==> config.mk <==
export PLATFORM = sky130hd
export DESIGN_NAME = ohmmeter_autorange_unit
export DESIGN_NICKNAME = d
export VERILOG_FILES = /design/src/hdl/ohm_pkg.sv /design/src/hdl/ohm_ctrl.sv /design/src/hdl/ohm_dp.sv /design/src/hdl/ohmmeter_autorange_unit.sv
export SDC_FILE = /design/constraint.sdc
export NUM_CORES = 1
export LEC_CHECK = 0
export BUFFER_PORTS_ARGS = -buffer_cell sky130_fd_sc_hd__buf_2
export CORE_MARGIN = 8
export CORE_UTILIZATION = 40
export DETAILED_ROUTE_END_ITERATION = 16
export SLEW_MARGIN = 20
export SYNTH_ARGS = -nofsm -noshare
export SYNTH_HDL_FRONTEND = slang
export SYNTH_HIERARCHICAL = 1
export SYNTH_SLANG_ARGS = --single-unit
==> constraint.sdc <==
create_clock -name clk -period 8.22 [get_ports clk]
set_input_delay 0 -clock clk [delete_from_list [all_inputs] [get_ports clk]]
set_output_delay 0 -clock clk [all_outputs]
set_load 0.03 [all_outputs]
==> src/hdl/ohm_pkg.sv <==
// Shared constants, lookup functions and control types for the auto-ranging ohmmeter.
// Used by ohm_ctrl, ohm_dp and ohmmeter_autorange_unit; depends on nothing else.
package ohm_pkg;

  // ADC and voltage scaling
  localparam int ADC_BITS  = 8;
  localparam int CODE_W    = 8;
  localparam int MV_W      = 13;
  localparam int FULL_MV   = 5000;
  localparam int FS        = (1 << ADC_BITS) - 1;
  localparam int X_W       = ADC_BITS + MV_W;
  // 1/FS is approximated by (2^B + 1) / 2^(2B); the estimate is at most one low
  localparam int RECIP     = (1 << ADC_BITS) + 1;
  localparam int RECIP_W   = ADC_BITS + 1;
  localparam int EST_W     = X_W + RECIP_W;
  localparam int EST_SHIFT = 2 * ADC_BITS;

  // Resistance arithmetic
  localparam int RREF_W = 24;
  localparam int PROD_W = MV_W + RREF_W;
  localparam int NUM_W  = 36;
  localparam int Q_W    = 16;
  localparam int HI_W   = NUM_W - Q_W;
  localparam int CNT_W  = $clog2(Q_W);
  localparam int RNG_W  = 3;
  localparam int UNIT_W = 2;

  localparam logic [MV_W-1:0] OPEN_MV_RESET = MV_W'(4500);

  typedef enum logic [UNIT_W-1:0] {
    UNIT_OHM  = 2'd0,
    UNIT_KOHM = 2'd1,
    UNIT_MOHM = 2'd2
  } unit_t;

  // Commands from the controller to the datapath
  typedef struct packed {
    logic load;
    logic est;
    logic fix;
    logic check;
    logic pre;
    logic div_step;
    logic commit;
  } ohm_cmd_t;

  // Status from the datapath to the controller
  typedef struct packed {
    logic out_free;
    logic need_div;
  } ohm_sts_t;

  // Numerator factor per range; the 50 ohm range carries the x3.7 scale (50 * 3.7 = 185)
  function automatic logic [RREF_W-1:0] rref_factor(input logic [RNG_W-1:0] r);
    logic [RREF_W-1:0] f;
    case (r)
      3'd0:    f = RREF_W'(185);
      3'd1:    f = RREF_W'(100);
      3'd2:    f = RREF_W'(1000);
      3'd3:    f = RREF_W'(10000);
      3'd4:    f = RREF_W'(100000);
      3'd5:    f = RREF_W'(1000000);
      3'd6:    f = RREF_W'(5000000);
      3'd7:    f = RREF_W'(10000000);
      default: f = RREF_W'(185);
    endcase
    return f;
  endfunction

  // Inclusive lower bound of each range window in mV
  function automatic logic [MV_W-1:0] win_lo(input logic [RNG_W-1:0] r);
    logic [MV_W-1:0] v;
    case (r)
      3'd0:    v = MV_W'(100);
      3'd1:    v = MV_W'(2450);
      default: v = MV_W'(2400);
    endcase
    return v;
  endfunction

  // Exclusive upper bound of each range window in mV; the top range window is empty
  function automatic logic [MV_W-1:0] win_hi(input logic [RNG_W-1:0] r);
    logic [MV_W-1:0] v;
    case (r)
      3'd0:    v = MV_W'(3323);
      3'd1:    v = MV_W'(4500);
      3'd2:    v = MV_W'(4500);
      3'd3:    v = MV_W'(4500);
      3'd4:    v = MV_W'(4500);
      3'd5:    v = MV_W'(4167);
      3'd6:    v = MV_W'(3333);
      3'd7:    v = MV_W'(1666);
      default: v = MV_W'(1666);
    endcase
    return v;
  endfunction

  // Unit label of each range
  function automatic unit_t unit_of(input logic [RNG_W-1:0] r);
    unit_t u;
    case (r)
      3'd0, 3'd1:       u = UNIT_OHM;
      3'd2, 3'd3, 3'd4: u = UNIT_KOHM;
      default:          u = UNIT_MOHM;
    endcase
    return u;
  endfunction

endpackage

==> src/hdl/ohm_ctrl.sv <==
// Sequencing state machine of the auto-ranging ohmmeter.
// Depends on ohm_pkg; drives ohm_dp through ohm_cmd_t and reads ohm_sts_t.
module ohm_ctrl import ohm_pkg::*; (
  input  logic     clk,
  input  logic     rst_n,
  input  logic     in_valid,
  output logic     in_stall,
  input  ohm_sts_t sts,
  output ohm_cmd_t cmd
);

  typedef enum logic [2:0] {
    S_IDLE,
    S_EST,
    S_FIX,
    S_CHECK,
    S_PRE,
    S_DIV,
    S_DONE
  } state_t;

  state_t           state_r, state_nxt;
  logic [CNT_W-1:0] cnt_r, cnt_nxt;

  // Next state and divider step count
  always_comb begin
    state_nxt = state_r;
    cnt_nxt   = cnt_r;
    case (state_r)
      S_IDLE:  if (in_valid) state_nxt = S_EST;
      S_EST:   state_nxt = S_FIX;
      S_FIX:   state_nxt = S_CHECK;
      S_CHECK: state_nxt = S_PRE;
      S_PRE:   state_nxt = S_DIV;
      S_DIV: begin
        if (!sts.need_div) begin
          state_nxt = S_DONE;
          cnt_nxt   = '0;
        end else if (cnt_r == CNT_W'(Q_W - 1)) begin
          state_nxt = S_DONE;
          cnt_nxt   = '0;
        end else begin
          cnt_nxt = cnt_r + CNT_W'(1);
        end
      end
      S_DONE:  if (sts.out_free) state_nxt = S_IDLE;
      default: state_nxt = S_IDLE;
    endcase
  end

  // Hold state and step count
  always_ff @(posedge clk) begin
    if (!rst_n) begin
      state_r <= S_IDLE;
      cnt_r   <= '0;
    end else begin
      state_r <= state_nxt;
      cnt_r   <= cnt_nxt;
    end
  end

  // Decode commands from state
  assign in_stall     = (state_r != S_IDLE);
  assign cmd.load     = (state_r == S_IDLE) && in_valid;
  assign cmd.est      = (state_r == S_EST);
  assign cmd.fix      = (state_r == S_FIX);
  assign cmd.check    = (state_r == S_CHECK);
  assign cmd.pre      = (state_r == S_PRE);
  assign cmd.div_step = (state_r == S_DIV) && sts.need_div;
  assign cmd.commit   = (state_r == S_DONE) && sts.out_free;

  // A division past its first step only runs for an in-window, unsaturated reading
  a_div_needed: assert property (@(posedge clk) disable iff (!rst_n)
    (state_r == S_DIV && cnt_r != '0) |-> sts.need_div)
    else $error("divider running without a pending quotient");

endmodule

==> src/hdl/ohm_dp.sv <==
// Datapath of the auto-ranging ohmmeter: mV scaling, window check, serial divider,
// range register, threshold register and output register. Depends on ohm_pkg.
module ohm_dp import ohm_pkg::*; (
  input  logic              clk,
  input  logic              rst_n,
  input  ohm_cmd_t          cmd,
  output ohm_sts_t          sts,
  input  logic [CODE_W-1:0] in_adc_code,
  input  logic              cfg_valid,
  output logic              cfg_ready,
  input  logic [MV_W-1:0]   cfg_open_threshold_mv,
  output logic              out_valid,
  input  logic              out_stall,
  output logic              out_open_circuit,
  output logic              out_reading_valid,
  output logic [Q_W-1:0]    out_reading,
  output logic [UNIT_W-1:0] out_unit_code,
  output logic [RNG_W-1:0]  out_range_select
);

  logic [MV_W-1:0]   thr_r;
  logic [RNG_W-1:0]  range_r, range_nxt;
  logic [X_W-1:0]    x_r;
  logic [MV_W-1:0]   qe_r;
  logic [MV_W-1:0]   v_r;
  logic              open_r;
  logic              hit_r;
  logic              sat_r;
  logic [NUM_W-1:0]  num_r;
  logic [MV_W-1:0]   dvs_r;
  logic [MV_W-1:0]   rem_r;
  logic [Q_W-1:0]    quo_r;

  logic              out_valid_r;
  logic              out_open_r;
  logic              out_rv_r;
  logic [Q_W-1:0]    out_reading_r;
  logic [UNIT_W-1:0] out_unit_r;
  logic [RNG_W-1:0]  out_range_r;

  logic [X_W-1:0]    x_nxt;
  logic [EST_W-1:0]  est_prod;
  logic [X_W-1:0]    back_prod;
  logic [X_W-1:0]    resid;
  logic [MV_W-1:0]   v_nxt;
  logic              open_nxt;
  logic              hit_nxt;
  logic [PROD_W-1:0] num_prod;
  logic [HI_W-1:0]   num_hi;
  logic [MV_W:0]     trial;
  logic              trial_ge;
  logic [Q_W-1:0]    reading_nxt;
  logic [UNIT_W-1:0] unit_nxt;
  logic              take_out;

  // Scale the sample: x = code * 5000
  assign x_nxt = X_W'(in_adc_code[ADC_BITS-1:0]) * X_W'(FULL_MV);

  // Estimate x / FS by reciprocal, then correct with one compare
  assign est_prod  = EST_W'(x_r) * EST_W'(RECIP);
  assign back_prod = X_W'(qe_r) * X_W'(FS);
  assign resid     = x_r - back_prod;
  assign v_nxt     = (resid >= X_W'(FS)) ? qe_r + MV_W'(1) : qe_r;

  // Classify against threshold and the current range window
  assign open_nxt = (v_r > thr_r);
  assign hit_nxt  = !open_nxt && (v_r >= win_lo(range_r)) && (v_r < win_hi(range_r))
                    && (v_r < MV_W'(FULL_MV));
  assign num_prod = PROD_W'(v_r) * PROD_W'(rref_factor(range_r));

  // Restoring division step: one quotient bit per cycle
  assign num_hi   = num_r[NUM_W-1:Q_W];
  assign trial    = {rem_r, quo_r[Q_W-1]};
  assign trial_ge = (trial >= {1'b0, dvs_r});

  // Result fields and range update
  assign reading_nxt = hit_r ? (sat_r ? {Q_W{1'b1}} : quo_r) : '0;
  assign unit_nxt    = hit_r ? UNIT_W'(unit_of(range_r)) : '0;
  assign range_nxt   = (!open_r && !hit_r) ? range_r + RNG_W'(1) : range_r;

  assign take_out     = out_valid_r && !out_stall;
  assign sts.out_free = !out_valid_r || !out_stall;
  assign sts.need_div = hit_r && !sat_r;

  // Working registers of one measurement
  always_ff @(posedge clk) begin
    if (cmd.load) x_r <= x_nxt;
    if (cmd.est)  qe_r <= est_prod[EST_SHIFT +: MV_W];
    if (cmd.fix)  v_r <= v_nxt;
    if (cmd.check) begin
      open_r <= open_nxt;
      hit_r  <= hit_nxt;
      num_r  <= NUM_W'(num_prod);
      dvs_r  <= MV_W'(FULL_MV) - v_r;
    end
    if (cmd.pre) begin
      sat_r <= (num_hi >= HI_W'(dvs_r));
      rem_r <= MV_W'(num_hi);
      quo_r <= num_r[Q_W-1:0];
    end else if (cmd.div_step) begin
      rem_r <= trial_ge ? MV_W'(trial - {1'b0, dvs_r}) : MV_W'(trial);
      quo_r <= {quo_r[Q_W-2:0], trial_ge};
    end
  end

  // Threshold and range state
  always_ff @(posedge clk) begin
    if (!rst_n) begin
      thr_r   <= OPEN_MV_RESET;
      range_r <= '0;
    end else begin
      if (cfg_valid) thr_r <= cfg_open_threshold_mv;
      if (cmd.commit) range_r <= range_nxt;
    end
  end

  // Output register: load on commit, drop once taken
  always_ff @(posedge clk) begin
    if (!rst_n) begin
      out_valid_r <= 1'b0;
    end else if (cmd.commit) begin
      out_valid_r <= 1'b1;
    end else if (take_out) begin
      out_valid_r <= 1'b0;
    end
  end

  always_ff @(posedge clk) begin
    if (cmd.commit) begin
      out_open_r    <= open_r;
      out_rv_r      <= hit_r;
      out_reading_r <= reading_nxt;
      out_unit_r    <= unit_nxt;
      out_range_r   <= range_nxt;
    end
  end

  assign cfg_ready         = 1'b1;
  assign out_valid         = out_valid_r;
  assign out_open_circuit  = out_open_r;
  assign out_reading_valid = out_rv_r;
  assign out_reading       = out_reading_r;
  assign out_unit_code     = out_unit_r;
  assign out_range_select  = out_range_r;

  a_not_open_and_valid: assert property (@(posedge clk) disable iff (!rst_n)
    out_valid_r |-> !(out_open_r && out_rv_r))
    else $error("open circuit and valid reading reported together");

  a_range_held: assert property (@(posedge clk) disable iff (!rst_n)
    (rst_n && !cmd.commit) |=> $stable(range_r))
    else $error("range changed outside a commit");

  a_mv_in_scale: assert property (@(posedge clk) disable iff (!rst_n)
    cmd.check |-> (v_r <= MV_W'(FULL_MV)))
    else $error("scaled voltage above full scale");

  a_rem_below_divisor: assert property (@(posedge clk) disable iff (!rst_n)
    cmd.div_step |-> (rem_r < dvs_r))
    else $error("divider remainder not below divisor");

endmodule

==> src/hdl/ohmmeter_autorange_unit.sv <==
// Top level of the auto-ranging ohmmeter: controller plus datapath.
// Depends on ohm_pkg, ohm_ctrl and ohm_dp.
//
// Usage:
//   Input channel (in_valid / in_stall / in_adc_code): one ADC sample of the
//   divider voltage per transaction. Every sample yields exactly one result.
//   Result channel (out_valid / out_stall / out_*): open-circuit flag, reading
//   valid flag, 16-bit resistance in ohms, unit label and the range select to
//   apply to the reference mux after this sample.
//   Configuration (cfg_valid / cfg_ready / cfg_open_threshold_mv): writes the
//   open-circuit threshold in mV; cfg_ready is always high.
// Sequence:
//   A sample taken in-window runs scaling and classification (states EST, FIX,
//   CHECK and PRE) and a 16-step serial divider (state DIV); the result is
//   committed in DONE, and the next sample is taken only back in IDLE.
//   Samples that are open, out of window or saturated skip the divider steps:
//   they leave DIV without a step and go straight to DONE.
//   While out_stall is low, the divider's one bit per cycle sets the rate.
// Reset (rst_n low, synchronous): range goes to the 50 ohm range, threshold
//   to 4500 mV, the output register empties.
// Stall: a result waits in the output register while out_stall is high; the
//   next sample is still accepted and computed, and held until the slot frees.
module ohmmeter_autorange_unit import ohm_pkg::*; (
  input  logic              clk,
  input  logic              rst_n,
  input  logic              in_valid,
  output logic              in_stall,
  input  logic [CODE_W-1:0] in_adc_code,
  input  logic              cfg_valid,
  output logic              cfg_ready,
  input  logic [MV_W-1:0]   cfg_open_threshold_mv,
  output logic              out_valid,
  input  logic              out_stall,
  output logic              out_open_circuit,
  output logic              out_reading_valid,
  output logic [Q_W-1:0]    out_reading,
  output logic [UNIT_W-1:0] out_unit_code,
  output logic [RNG_W-1:0]  out_range_select
);

  ohm_cmd_t cmd;
  ohm_sts_t sts;

  // Sequencer
  ohm_ctrl u_ctrl (
    .clk      (clk),
    .rst_n    (rst_n),
    .in_valid (in_valid),
    .in_stall (in_stall),
    .sts      (sts),
    .cmd      (cmd)
  );

  // Arithmetic, range state and output register
  ohm_dp u_dp (
    .clk                   (clk),
    .rst_n                 (rst_n),
    .cmd                   (cmd),
    .sts                   (sts),
    .in_adc_code           (in_adc_code),
    .cfg_valid             (cfg_valid),
    .cfg_ready             (cfg_ready),
    .cfg_open_threshold_mv (cfg_open_threshold_mv),
    .out_valid             (out_valid),
    .out_stall             (out_stall),
    .out_open_circuit      (out_open_circuit),
    .out_reading_valid     (out_reading_valid),
    .out_reading           (out_reading),
    .out_unit_code         (out_unit_code),
    .out_range_select      (out_range_select)
  );

endmodule
==> qor.log <==
INFO  clock_network  tritoncts_num_sinks=202
INFO  synthesis      synth_area_per_cell=10.06squm
INFO  clock_network  ctsHtreeMaxLevel=1
INFO  worst_setup_path cp_data_arrival_time=7.35ns
INFO  synthesis      mappedNetlistNets=2907
INFO  sta            finalHoldViolCount=0
INFO  worst_setup_path library_cell_contributing_the_largest_single_delay_on_the_critical_path=edfxtp_1
INFO  hold_path      hold-path-endpoint=u_dp/x_r[20]
INFO  die            core.rowCount=88
INFO  clock_network  cts_post_setup_buffers_inserted=0
INFO  worst_setup_path critical_r2r_launch=u_dp/v_r[2]
INFO  synthesis      asyncSetResetFlopFracSynth=0%
INFO  worst_setup_path critPathLaunchType=flip-flop
INFO  routing        wirelength_per_cell=16.61um
INFO  synthesis      yosys.cell_count.top_type=inv_1
INFO  synthesis      synth_top_area_share=26.04%
INFO  status         run_status=complete, no violations
INFO  final_layout   antenna-diode-count=0
INFO  worst_setup_path setup.worst_path.class=flip-flop to flip-flop
INFO  synthesis      synthFlopType=edfxtp_1
INFO  worst_setup_path crit_path_cells=and2_1 -> fa_1 -> fa_1 -> fa_1 -> fa_1 -> inv_1 -> fa_1 -> inv_1 -> ha_1 -> a2111oi_0 -> o21ai_0 -> nand3_1 -> o21ai_0 -> a41oi_1 -> a21oi_1 -> a21oi_1 -> o21ai_0 -> xor2_1
INFO  place          numPortBuffers=50
INFO  place          finalWeightedCongestion=0.8812
INFO  worst_setup_path cp_data_required_time=8.49ns
INFO  die            initial_core_util=40.20%
INFO  synthesis      ys_ff_latch=202
INFO  clock_network  cts_tree=yes
INFO  synthesis      postSynthCellCount=2293
INFO  synthesis      synth_seq_area_share=23.96%
INFO  die            ioPinCount=52
INFO  flow_run       count_of_maximum_capacitance_violations=0
INFO  worst_setup_path worst_path_largest_cell_delay=1.00ns
INFO  hold_path      min_from=in_adc_code[7]
INFO  sta            achievable-frequency=141.3MHz
INFO  sta            final-max-slew-violation-count=0
INFO  worst_setup_path end_kind=flip-flop
INFO  sta            worst_slew_margin_rel=33.28%
INFO  global_routing grt_pass1_wl=87620um
INFO  clock_network  insertion_delay=0.53ns
INFO  worst_setup_path timing.critical_path.buf_inv=2
INFO  routing        drtIter0Drc=624
INFO  worst_setup_path regToRegEndpoint=u_dp/num_r[34]
INFO  die            area_of_the_core_region=0.05737sqmm
INFO  synthesis      synth_common_cells=inv_1 (476), fa_1 (300), ha_1 (288)
INFO  synthesis      syn_area=0.02306sqmm
INFO  global_routing grtUsageTotal=16.14%
INFO  hold_path      min_path_cells=4
INFO  die            die_w=256.1um
INFO  worst_setup_path reg2regPathDepth=18
INFO  die            die_h=256.1um
INFO  sta            post-route-period-util=86.13%
INFO  sta            fin_setup_tns=0ns
INFO  global_routing initial_antenna_violation_count=0
INFO  final_layout   layout-drive-gt1-share=6.224%
INFO  routing        postRouteWirelength=52200um
INFO  sta            finalCriticalPeriod=7.080ns
INFO  synthesis      post_synth_edffs=148
INFO  synthesis      synth.lib_cells_used.distinct=72
INFO  routing        via_count=15560
INFO  synthesis      number_of_synthesis_warnings=6
INFO  routing        detailed_routing_iterations_pass_1=5
INFO  worst_setup_path critical_path.top_delay_family=adder cells
INFO  clock_network  worst_setup_hold_path_clk_slew=0.07ns
INFO  worst_setup_path crit_path_max_fanout=26
INFO  synthesis      synthTopCellsByArea=fa_1 (26%), edfxtp_1 (19%), ha_1 (16%)
INFO  die            die-area=0.06560sqmm
INFO  sta            grt_setup_unrepaired=false
INFO  clock_network  tritoncts.num_buffers=24
INFO  routing        ant_nets=0
INFO  clock_network  clock_tree.root_cell=clkbuf_16
INFO  routing        post-route-drc-count=0
INFO  worst_setup_path worst_path_most_repeated_cell=fa_1
INFO  sta            finalSetupViolations=0
INFO  synthesis      synth_area_leader_cell=fa_1
INFO  final_layout   finalNetCount=2974
INFO  global_routing grt_start_max_net_pins=50
INFO  sta            tightest_slew=1.001ns
INFO  worst_setup_path timing.critical_path.depth=18
INFO  worst_setup_path ff2ff_setup_slack=1.14ns
INFO  sta            worst_clock_skew=0.01575ns
INFO  routing        detail_route.vias_per_cell=4.949
INFO  global_routing vias_in_the_first_global_route=16630
INFO  clock_network  clock_tree.buffer_depth=3
INFO  final_layout   area_growth_syn_to_layout=10.25%
INFO  sta            holdWs=0.02614ns
INFO  place          post-dp-hpwl=42100um
INFO  hold_path      hold_class=input pin to flip-flop
INFO  global_routing global_route.overflow_total=0
[logic make-up after synthesis]
family                   Yosys count  synth area share, %
adder cells (fa/ha/maj)          588                41.66
other                              1              0.01626
flip-flops                       202                23.96
AND/OR/NAND/NOR                  536                11.88
multiplexers                      32                1.535
AO/OA/AOI/OAI                    297                8.474
buffers and inverters            543                8.902
XOR/XNOR                          94                3.570
[worst min-delay path: stages]
cell and delay [ns]:
buf_2 0.16, ha_1 0.16, a21oi_1 0.04, o21ai_0 0.07
[placed cells by master (no fill, tap or decap), types with 48 or more instances in the layout]
| cell type | count |
|---|---|
| a21oi_1 | 84 |
| dfxtp_1 | 54 |
| ha_1 | 288 |
| nor2_1 | 61 |
| o21ai_0 | 59 |
| fa_1 | 300 |
| inv_1 | 476 |
| edfxtp_1 | 148 |
| xnor2_1 | 67 |
| a21o_1 | 48 |
| buf_2 | 50 |
| nand2_1 | 178 |
| and2_1 | 137 |
[final cells by class]
cell class | count | area [sq um]
clock buffer | 26 | 650.6
clock inverter | 18 | 198.9
multi-input combinational | 1548 | 15510
tap | 765 | 957.2
fill | 5394 | 31940
timing repair buffer | 108 | 800.8
sequential | 202 | 5525
inverter | 476 | 1787
[per-layer routing]
metal	share of wire [%]	track usage [%]	vias up	wire length, um
met4	2.2	3.476	0	1166
met3	4.0	2.011	73	2105
li1	-	-	7477	-
met2	48	28.12	287	25210
met5	0	0	-	0
met1	45	21.31	7718	23720
[how the worst max path moves through the flow]
stage | endpoint | from | slack, ns
global route | u_dp/num_r[34] | u_dp/v_r[2] | 0.69
detailed placement | u_dp/num_r[34] | u_dp/v_r[5] | 1.24
finish | u_dp/num_r[34] | u_dp/v_r[2] | 1.14
CTS | u_dp/num_r[34] | u_dp/v_r[5] | 1.25
floorplan | u_dp/num_r[34] | u_dp/v_r[11] | 2.23
global placement | u_dp/num_r[35] | u_dp/v_r[2] | 1.67
[per-stage QoR]
| stage | std cells | utilization [%] | setup slack, ns | cell area (sq um) |
|---|---|---|---|---|
| 2_1_floorplan | 2293 | - | 2.230 | 23060 |
| 3_3_place_gp | 3053 | 42.03 | 1.668 | 24110 |
| 3_5_place_dp | 3053 | 42.03 | 1.244 | 24110 |
| 4_1_cts | 3143 | 44.31 | 1.247 | 25420 |
| 5_1_grt | 3143 | 44.32 | 0.6868 | 25430 |
| 6_report | 3143 | 44.32 | 1.140 | 25430 |
[repair_timing]
action,CTS,global route
hold buffers,46,0
resized for setup,0,0
endpoints found under the hold margin,28,0
setup endpoints to repair,0,0
Power is left out: the tool's default activity adds up to more than one toggle a clock period on the data nets, which glitch-free logic cannot reach.
